### config.mk
export PLATFORM = sky130hd
export DESIGN_NAME = crc32_generate_check_top
export DESIGN_NICKNAME = d
export VERILOG_FILES = /design/src/hw/rtl/crc32gc_pkg.sv /design/src/hw/rtl/crc32gc_in_reg.sv /design/src/hw/rtl/crc32gc_core.sv /design/src/hw/rtl/crc32_generate_check_top.sv
export SDC_FILE = /design/constraint.sdc
export NUM_CORES = 1
export LEC_CHECK = 0
export ABC_AREA = 1
export BUFFER_PORTS_ARGS = -buffer_cell sky130_fd_sc_hd__buf_4
export CAP_MARGIN = 5
export CORE_UTILIZATION = 55
export CTS_BUF_LIST = sky130_fd_sc_hd__clkbuf_4 sky130_fd_sc_hd__clkbuf_8
export DETAILED_ROUTE_END_ITERATION = 16
export PLACE_DENSITY = 0.75
export SYNTH_ARGS = -nofsm -noshare
export SYNTH_HDL_FRONTEND = slang
export SYNTH_SLANG_ARGS = --single-unit
### constraint.sdc
create_clock -name clock -period 4.7 [get_ports clock]
set_input_delay 0.705 -clock clock [delete_from_list [all_inputs] [get_ports clock]]
set_output_delay 0.705 -clock clock [all_outputs]
set_load 0.02 [all_outputs]
### src/hw/rtl/crc32gc_pkg.sv
// Shared types, constants and CRC-32 helper functions for the CRC-32 generate/check block.
// The package stands alone; every RTL module of the block imports it.
`default_nettype none

package crc32gc_pkg;

   localparam logic [31:0] CRC_POLY   = 32'h04C1_1DB7;
   localparam logic [31:0] CRC_PRESET = 32'hFFFF_FFFF;
   localparam logic [7:0]  BYTE_MSB   = 8'h80;
   localparam logic [7:0]  BYTE_ONES  = 8'hFF;
   localparam int          TAIL_BYTES = 4;
   localparam int          COUNT_W    = $clog2(TAIL_BYTES);

   typedef struct packed {
      logic [7:0] data_byte;
      logic       last_byte;
   } req_type;

   typedef struct packed {
      logic [31:0] crc_value;
      logic        crc_error;
   } rsp_type;

   function automatic logic [31:0] crc_byte(input logic [31:0] reg_in, input logic [7:0] byte_in);
      logic [31:0] acc;
      logic        fb;
      acc = reg_in;
      for (int i = 7; i >= 0; i--) begin
         fb  = byte_in[i] ^ acc[31];
         acc = {acc[30:0], 1'b0} ^ (fb ? CRC_POLY : 32'h0);
      end
      return acc;
   endfunction

   // Inverting the last k bytes of a frame changes the final register by the CRC of k
   // bytes of all ones run from a zero register.
   function automatic logic [31:0] tail_delta(input int k);
      logic [31:0] acc;
      acc = 32'h0;
      for (int i = 0; i < k; i++) begin
         acc = crc_byte(acc, BYTE_ONES);
      end
      return acc;
   endfunction

   localparam logic [31:0] TAIL_DELTA [TAIL_BYTES] = '{
      tail_delta(1), tail_delta(2), tail_delta(3), tail_delta(4)
   };

endpackage

`default_nettype wire

### src/hw/rtl/crc32gc_in_reg.sv
// Input register stage of the CRC-32 block: holds one request transaction.
// Depends on crc32gc_pkg for the request payload type.
`default_nettype none

module crc32gc_in_reg
   import crc32gc_pkg::*;
(
   input  wire logic    clock,
   input  wire logic    reset,
   input  wire logic    req_valid,
   output logic         req_stall,
   input  wire req_type req_data,
   output logic         s1_valid,
   output req_type      s1_data,
   input  wire logic    s1_take
);

   logic    valid_ff, valid_in;
   req_type data_ff;
   logic    load;

   assign load      = req_valid && (!valid_ff || s1_take);
   assign req_stall = valid_ff && !s1_take;
   assign valid_in  = load || (valid_ff && !s1_take);

   always_ff @(posedge clock) begin
      if (reset) begin
         valid_ff <= 1'b0;
      end else begin
         valid_ff <= valid_in;
      end
   end

   always_ff @(posedge clock) begin
      if (load) begin
         data_ff <= req_data;
      end
   end

   assign s1_valid = valid_ff;
   assign s1_data  = data_ff;

endmodule

`default_nettype wire

### src/hw/rtl/crc32gc_core.sv
// CRC update, frame state and result register of the CRC-32 block.
// Depends on crc32gc_pkg for payload types, the byte update function and tail constants.
`default_nettype none

module crc32gc_core
   import crc32gc_pkg::*;
(
   input  wire logic    clock,
   input  wire logic    reset,
   input  wire logic    csr_write_enable,
   input  wire logic    csr_write_data,
   input  wire logic    s1_valid,
   input  wire req_type s1_data,
   output logic         s1_take,
   output logic         rsp_valid,
   input  wire logic    rsp_stall,
   output rsp_type      rsp_data
);

   logic               mode_ff, mode_in;
   logic [31:0]        crc_ff, crc_in;
   logic [COUNT_W-1:0] count_ff, count_in;
   logic               out_valid_ff, out_valid_in;
   rsp_type            out_data_ff;
   logic [31:0]        next_crc;
   logic [31:0]        residual;
   logic               finish;

   assign s1_take  = s1_valid && (!s1_data.last_byte || !out_valid_ff || !rsp_stall);
   assign finish   = s1_take && s1_data.last_byte;
   assign next_crc = crc_byte(crc_ff, s1_data.data_byte);
   assign residual = next_crc ^ TAIL_DELTA[count_ff];

   always_comb begin
      mode_in  = mode_ff;
      crc_in   = crc_ff;
      count_in = count_ff;
      if (csr_write_enable) begin
         mode_in  = csr_write_data;
         crc_in   = CRC_PRESET;
         count_in = '0;
      end else if (finish) begin
         crc_in   = CRC_PRESET;
         count_in = '0;
      end else if (s1_take) begin
         crc_in = next_crc;
         if (mode_ff && (count_ff != COUNT_W'(TAIL_BYTES - 1))) begin
            count_in = count_ff + COUNT_W'(1);
         end
      end
   end

   always_comb begin
      out_valid_in = out_valid_ff;
      if (finish) begin
         out_valid_in = 1'b1;
      end else if (!rsp_stall) begin
         out_valid_in = 1'b0;
      end
   end

   always_ff @(posedge clock) begin
      if (reset) begin
         mode_ff      <= 1'b0;
         crc_ff       <= CRC_PRESET;
         count_ff     <= '0;
         out_valid_ff <= 1'b0;
      end else begin
         mode_ff      <= mode_in;
         crc_ff       <= crc_in;
         count_ff     <= count_in;
         out_valid_ff <= out_valid_in;
      end
   end

   always_ff @(posedge clock) begin
      if (finish) begin
         if (mode_ff) begin
            out_data_ff.crc_value <= ~residual;
            out_data_ff.crc_error <= (residual != 32'h0);
         end else begin
            out_data_ff.crc_value <= ~next_crc;
            out_data_ff.crc_error <= 1'b0;
         end
      end
   end

   assign rsp_valid = out_valid_ff;
   assign rsp_data  = out_data_ff;

endmodule

`default_nettype wire

### src/hw/rtl/crc32_generate_check_top.sv
// Top level of the CRC-32 generate/check block: one byte per cycle, MSB first.
// An accepted final byte passes the input register, then the result register, to rsp_.
// Throughput: one byte per cycle, set by the combinational eight-bit CRC update.
// A result waiting under rsp_stall holds only the next final byte; other bytes still flow.
// Reset (synchronous, active high) selects generate mode and presets the register to ones.
`default_nettype none

module crc32_generate_check_top
   import crc32gc_pkg::*;
(
   input  wire logic    clock,
   input  wire logic    reset,
   input  wire logic    csr_write_enable,
   input  wire logic    csr_write_data,
   input  wire logic    req_valid,
   output logic         req_stall,
   input  wire req_type req_data,
   output logic         rsp_valid,
   input  wire logic    rsp_stall,
   output rsp_type      rsp_data
);

   logic    s1_valid;
   req_type s1_data;
   logic    s1_take;

   crc32gc_in_reg u_in_reg (
      .clock     (clock),
      .reset     (reset),
      .req_valid (req_valid),
      .req_stall (req_stall),
      .req_data  (req_data),
      .s1_valid  (s1_valid),
      .s1_data   (s1_data),
      .s1_take   (s1_take)
   );

   crc32gc_core u_core (
      .clock            (clock),
      .reset            (reset),
      .csr_write_enable (csr_write_enable),
      .csr_write_data   (csr_write_data),
      .s1_valid         (s1_valid),
      .s1_data          (s1_data),
      .s1_take          (s1_take),
      .rsp_valid        (rsp_valid),
      .rsp_stall        (rsp_stall),
      .rsp_data         (rsp_data)
   );

`ifndef ASSERT_OFF
   a_stall_needs_item: assert property (@(posedge clock) disable iff (reset)
      req_stall |-> s1_valid)
      else $error("Input stalled with an empty input register.");

   a_no_overwrite: assert property (@(posedge clock) disable iff (reset)
      (s1_valid && s1_data.last_byte && rsp_valid && rsp_stall) |-> !s1_take)
      else $error("Final byte taken while a result transaction was still waiting.");

   a_final_gives_result: assert property (@(posedge clock) disable iff (reset)
      (s1_take && s1_data.last_byte) |=> rsp_valid)
      else $error("Final byte did not produce a result transaction.");
`endif

endmodule

`default_nettype wire
Word-level counts from Yosys, hierarchy flattened
Cells that the tools add are included.
Storage, ports and cells
  bits in registers: 79
  input port bits: 15
  output and inout bits: 35
  logic and storage cells: 64
Cells by class
  add/subtract/negate cells: 1
  $lt $le $gt $ge: 1
  equality and inequality tests: 2
  muxes and demuxes: 14
  bitwise gates (word level): 20
  reduce and logical (&&, ||, !) cells: 17
Operators with widths (number)
  XOR 32 bit: 9
  two-way mux 27 bit: 8
  binary-select mux 32 bit (select 2 bit): 1
  two-way mux 32 bit: 2
  NOT 32 bit: 2
  two-way mux 33 bit: 1
  nonzero test 32 bit: 1
  XOR 1 bit: 8
  logical AND 1 bit: 5
  logical NOT 1 bit: 5
  logical OR 1 bit: 4
  greater-or-equal comparator 3 bit, second input constant: 1
  NOT 2 -> 3 bit: 1
  OR reduction 3 bit: 1
  adder 2 x 1 -> 2 bit, second input constant: 1
  two-way mux 1 bit: 2
  inequality test 2 x 1 -> 1 bit, second input constant: 1
  inequality test 2 bit, second input constant: 1
  AND reduction 2 bit: 1

Logic depth before layout (Yosys ltp)
  depth in word-level cells: 27
  depth in mapped cells: 18
  depth with buffers taken out: 17

By module
From an unflattened synthesis, not the netlist that was laid out.
Second synthesis, totals
  cell total of the unflattened synthesis: 742
  area, all modules: 4957.3 µm²
By module, submodules not included
  crc32gc_core: times used 1, cells an instance 726, area an instance 4640.7 µm², sequential area each 1711.6 µm²
  crc32gc_in_reg: times used 1, cells an instance 16, area an instance 316.6 µm², sequential area each 290.3 µm²

Worst setup path before layout
OpenSTA, ideal clock, no wires.
  kind: input -> register
  from: input rsp_stall
  to: register u_core.out_data_ff (netlist bit u_core.rsp_data[0]), enable pin
  setup time: 0.388 ns
  data arrival time: 1.785 ns
  required time: 4.312 ns
  path slack: 2.527 ns
  cell stages on the path: 7
  path buffers: 0
  path through: nand2_1 inv_1 nand2_1 nand2_1 inv_2 nand2_1 inv_1
On the way
  word-level cells in the longest chain between the ends: 4
Ends and longest elaborated chain
  start: declaration: RTL line crc32_generate_check_top.sv:19  | input wire logic rsp_stall,
  logical NOT 1 bit: RTL line crc32gc_core.sv:29  | assign s1_take = s1_valid && (!s1_data.last_byte || !out_valid_ff || !rsp_stall);
  logical OR 1 bit: RTL line crc32gc_core.sv:29
  logical AND 1 bit: RTL line crc32gc_core.sv:29
  logical AND 1 bit: RTL line crc32gc_core.sv:30  | assign finish = s1_take && s1_data.last_byte;
  net u_core.finish: RTL line crc32gc_core.sv:27  | logic finish;
  end: declaration: RTL line crc32gc_core.sv:24  | rsp_type out_data_ff;
The timed path passes the listed nets, and every way through them passes these cells.
A chain may end at the register's enable or synchronous reset.

Final worst setup path
  from: register u_core.count_ff[1]
  to: register u_core.out_data_ff (netlist bit u_core.rsp_data[0]) (data pin)
On the way
  word-level cells in the longest chain between the ends: 6
Ends and longest elaborated chain
  start: declaration: RTL line crc32gc_core.sv:22  | logic [COUNT_W-1:0] count_ff, count_in;
  start signal: assignment: RTL line crc32gc_core.sv:71  | count_ff <= count_in;
  NOT 2 -> 3 bit (not written as such): RTL line crc32gc_core.sv:32  | assign residual = next_crc ^ TAIL_DELTA[count_ff];
  binary-select mux 32 bit (select 2 bit): RTL line crc32gc_core.sv:32
  two-way mux 32 bit (not written as such) (2 in series): RTL line crc32gc_core.sv:32
  XOR 32 bit: RTL line crc32gc_core.sv:32
  nonzero test 32 bit: RTL line crc32gc_core.sv:80  | out_data_ff.crc_error <= (residual != 32'h0);
Every way passes these cells. The select of a mux whose other input is x is not followed.

==> flow_metrics.py <==
metrics = {
    "route": {
        "drt_iter0_drc": 422,
        "post_drt_wl_per_cell_um": 17.4,
        "routed_wl_mm": 15.4,
        "ant_nets": 0,
        "viasPerCell": 5.66,
        "drc": 0,
        "first_pass_iters": 7,
        "dr_total_vias": 5000,
    },
    "cts": {
        "cts_buffer_depth": 2,
        "cts_tree": "done",
        "cts.sinks": 79,
        "numCtsBuffers": 9,
        "clkLatencyLatePin_ns": 0.36,
        "ctsHoldBuffers": 0,
        "ctsResizeCount": 0,
        "h-tree-depth": 3,
        "cts.clk_slew.worst_paths_ns": 0.09,
        "root_buffer": "clkbuf_8",
        "post_cts_buffers": 0,
    },
    "layout": {
        "seqCellArea_um2": 2000,
        "multiInputGateArea_um2": 2590,
        "fillCellCount": 798,
        "drive_gt1_share_pct": 15.2,
        "syn_to_final_growth_pct": 13.2,
        "diodes": 0,
        "finalNetCount": 790,
    },
    "sta": {
        "finalHoldViolCount": 0,
        "fin_skew_ns": 0.0113,
        "setup_viol": 0,
        "fmax_ghz": 0.361,
        "min_period_over_period_pct": 59.0,
        "finalMaxSlewViolations": 0,
        "post-route-min-period_ns": 2.77,
        "slew_headroom_pct": 44.3,
        "rsz0062_at_grt": "no",
        "tightest_slew_ns": 0.833,
        "fin_setup_tns_ns": 0,
    },
    "worst_setup_path": {
        "r2r_start": "u_core.count_ff[1]$_SDFFE_PP0P_",
        "crit_path_start_kind": "flop",
        "regToRegSetupSlack_ns": 1.93,
        "cp.depth": 14,
        "path_cells": "clkinv_1 -> ha_1 -> inv_1 -> nand2_1 -> nand2_1 -> nand2_1 -> nor2_1 -> nand2_1 -> nor2_1 -> nand2_1 -> nor2_1 -> nand2_1 -> nor2_1 -> nor2_1",
        "worst-path-buf-inv": 2,
        "arrival_ns": 2.87,
        "crit_type": "flop to flop",
        "cp.required_ns": 4.80,
        "startpoint": "u_core.count_ff[1]$_SDFFE_PP0P_",
        "slowest_delay_ns": 0.60,
        "rr_worst_depth": 14,
        "cp_max_fo": 10,
        "crit_slowest_cell": "dfxtp_1",
        "critPathTopFamily": "simple AND/OR/NAND/NOR gates",
        "regToRegEndpoint": "u_core.rsp_data[0]$_SDFFCE_PN0P_",
        "critPathCapture": "u_core.rsp_data[0]$_SDFFCE_PN0P_",
        "crit_top_cell": "nand2_1",
        "cp-end-kind": "flop",
    },
    "logic_synthesis": {
        "ys_warn_count": 0,
        "synth-seq-area-share_pct": 40.3,
        "synth.distinct_cells": 27,
        "syn_nets": 744,
        "synth.avg_cell_area_um2": 6.87,
        "synth_edf_count": 42,
        "synth_top_area_cell": "edfxtp_1",
        "synth_area_um2": 4970,
        "yosysMostFrequentCell": "nand2_1",
        "synthCells": 724,
        "synthTopCellsByArea": "edfxtp_1, nand2_1, dfxtp_1",
        "ys_ff_latch": 79,
        "ys.flop_type": "edfxtp_1",
        "ys_top_cells_by_count": "nand2_1, nand3_1, inv_1, o21ai_0, edfxtp_1",
        "async_reset_ff_share_pct": 0,
        "yosysTopAreaCellShare_pct": 25.4,
    },
    "floorplan": {
        "die_x_um": 97.1,
        "dieArea_um2": 9430,
        "ios": 50,
        "rows": 34,
        "fp.coreArea_um2": 8720,
        "start_util_pct": 57.0,
        "die_y_um": 97.1,
    },
    "placement": {
        "port_buffers": 49,
        "dp_hpwl_mm": 11.6,
        "gp_congestion": 1.05,
    },
    "hold_path": {
        "min-delay-start": "reset",
        "hold_path.class": "primary input to flop",
    },
    "pwr": {
        "p_leak_uw": 0.00292,
        "power_density_nw_per_um2": 335,
        "ir_drop_v": 0.000191,
        "report.power.total_uw": 1890,
    },
    "global_routing": {
        "grt_max_degree": 49,
        "antenna_found_initial": 0,
        "grt_util_all_layers_pct": 33.6,
        "first_global_vias": 4525,
        "overflow": 0,
        "grt_pass1_wl_mm": 24.1,
    },
    "status": {
        "status": "completed",
    },
    "job": {
        "maxCapViolCount": 0,
    },
}
-- logic make-up after synthesis --
logic type                 after synthesis  synth area share [%]
and+or+nand+nor                        449                  39.4
adders and majority gates                5                  1.26
xor gates and xnor gates                 9                  1.74
buffers and inverters                   93                  7.60
AOI/OAI and AO/OA                       89                  9.76
DFF                                     79                  40.3
-- flip-flops by register name (all words and copies together) (netlist names) --
name	cells
u_core.crc_ff	32
u_core.mode_ff	1
u_core.rsp_data	33
u_core.count_ff	2
u_in_reg.s1_valid	1
u_in_reg.s1_data	9
u_core.rsp_valid	1
-- per-layer routing --
| layer | up-vias | track usage, % | wire (um) |
|---|---|---|---|
| li1 | 2432 | - | - |
| met1 | 2294 | 45.6 | 6570 |
| met2 | 230 | 52.9 | 6900 |
| met3 | 44 | 5.97 | 1320 |
| met4 | 0 | 14.2 | 584 |
| met5 | - | 0 | 0 |
-- cell usage in the layout, fill, tap and decap left out --
master	synthesis	routed
nand2_1	303	303
nand3_2	3	3
nand2_2	24	24
clkbuf_4	0	1
clkinv_1	2	2
a31oi_1	10	10
nand3_1	77	77
nand3b_1	3	3
nand4_1	2	2
inv_4	1	2
ha_1	5	5
a211oi_1	1	1
clkbuf_8	0	9
o211ai_1	10	10
inv_1	63	63
o21ai_0	43	43
xor2_2	1	1
buf_4	0	53
clkinv_4	0	1
a21oi_1	25	25
nor2_1	26	26
bufinv_16	0	2
clkinv_2	1	3
nand2_4	11	11
xor2_1	8	8
dfxtp_1	37	37
edfxtp_1	42	42
inv_2	8	8
-- report_power, final --
part	internal [uW]	leakage [uW]	total, uW	switching [uW]
clock network	305	0.000114	575	271
logic	147	0.00211	526	379
registers	770	0.000694	785	15.4
total	1220	0.00292	1890	665
-- worst register-to-register path, cell delays in order, from the launching register on --
cell and delay (ns):
dfxtp_1 0.60, clkinv_1 0.39, ha_1 0.41, inv_1 0.28, nand2_1 0.11, nand2_1 0.07
nand2_1 0.06, nor2_1 0.08, nand2_1 0.06, nor2_1 0.09, nand2_1 0.06, nor2_1 0.10
nand2_1 0.06, nor2_1 0.11, nor2_1 0.04
-- metrics by stage --
step           cell area [um2]  std cells  util, %  hold slack [ns]  setup slack, ns
6_report                  5630        883     64.6            0.496             1.93
5_1_grt                   5630        883     64.6            0.477             1.67
4_1_cts                   5630        883     64.6            0.484             2.00
3_5_place_dp              5410        867     62.1            0.487             1.89
3_3_place_gp              5410        867     62.1            0.473             1.96
2_1_floorplan             4970        724        -            0.453             2.53
-- layout make-up --
cell class	instances	share of cell area, %
Clock buffer	10	2.33
Clock inverter	6	1.51
Inverter	75	5.07
Multi-Input combinational cell	552	46.1
Sequential cell	79	35.6
Tap cell	108	2.40
Timing Repair Buffer	53	7.07
-- how the worst min path moves through the flow --
stage	slack [ns]	cells past startpoint	to
after global routing	0.48	2	u_in_reg.s1_valid$_SDFF_PP0_
after CTS	0.48	2	u_in_reg.s1_valid$_SDFF_PP0_
final	0.50	2	u_in_reg.s1_valid$_SDFF_PP0_
after floorplan	0.45	2	u_core.crc_ff[0]$_SDFFE_PP1P_
after global placement	0.47	2	u_core.crc_ff[22]$_SDFFE_PP1P_
after detailed placement	0.49	2	u_core.crc_ff[17]$_SDFFE_PP1P_
(Power assumes the default switching activity.)
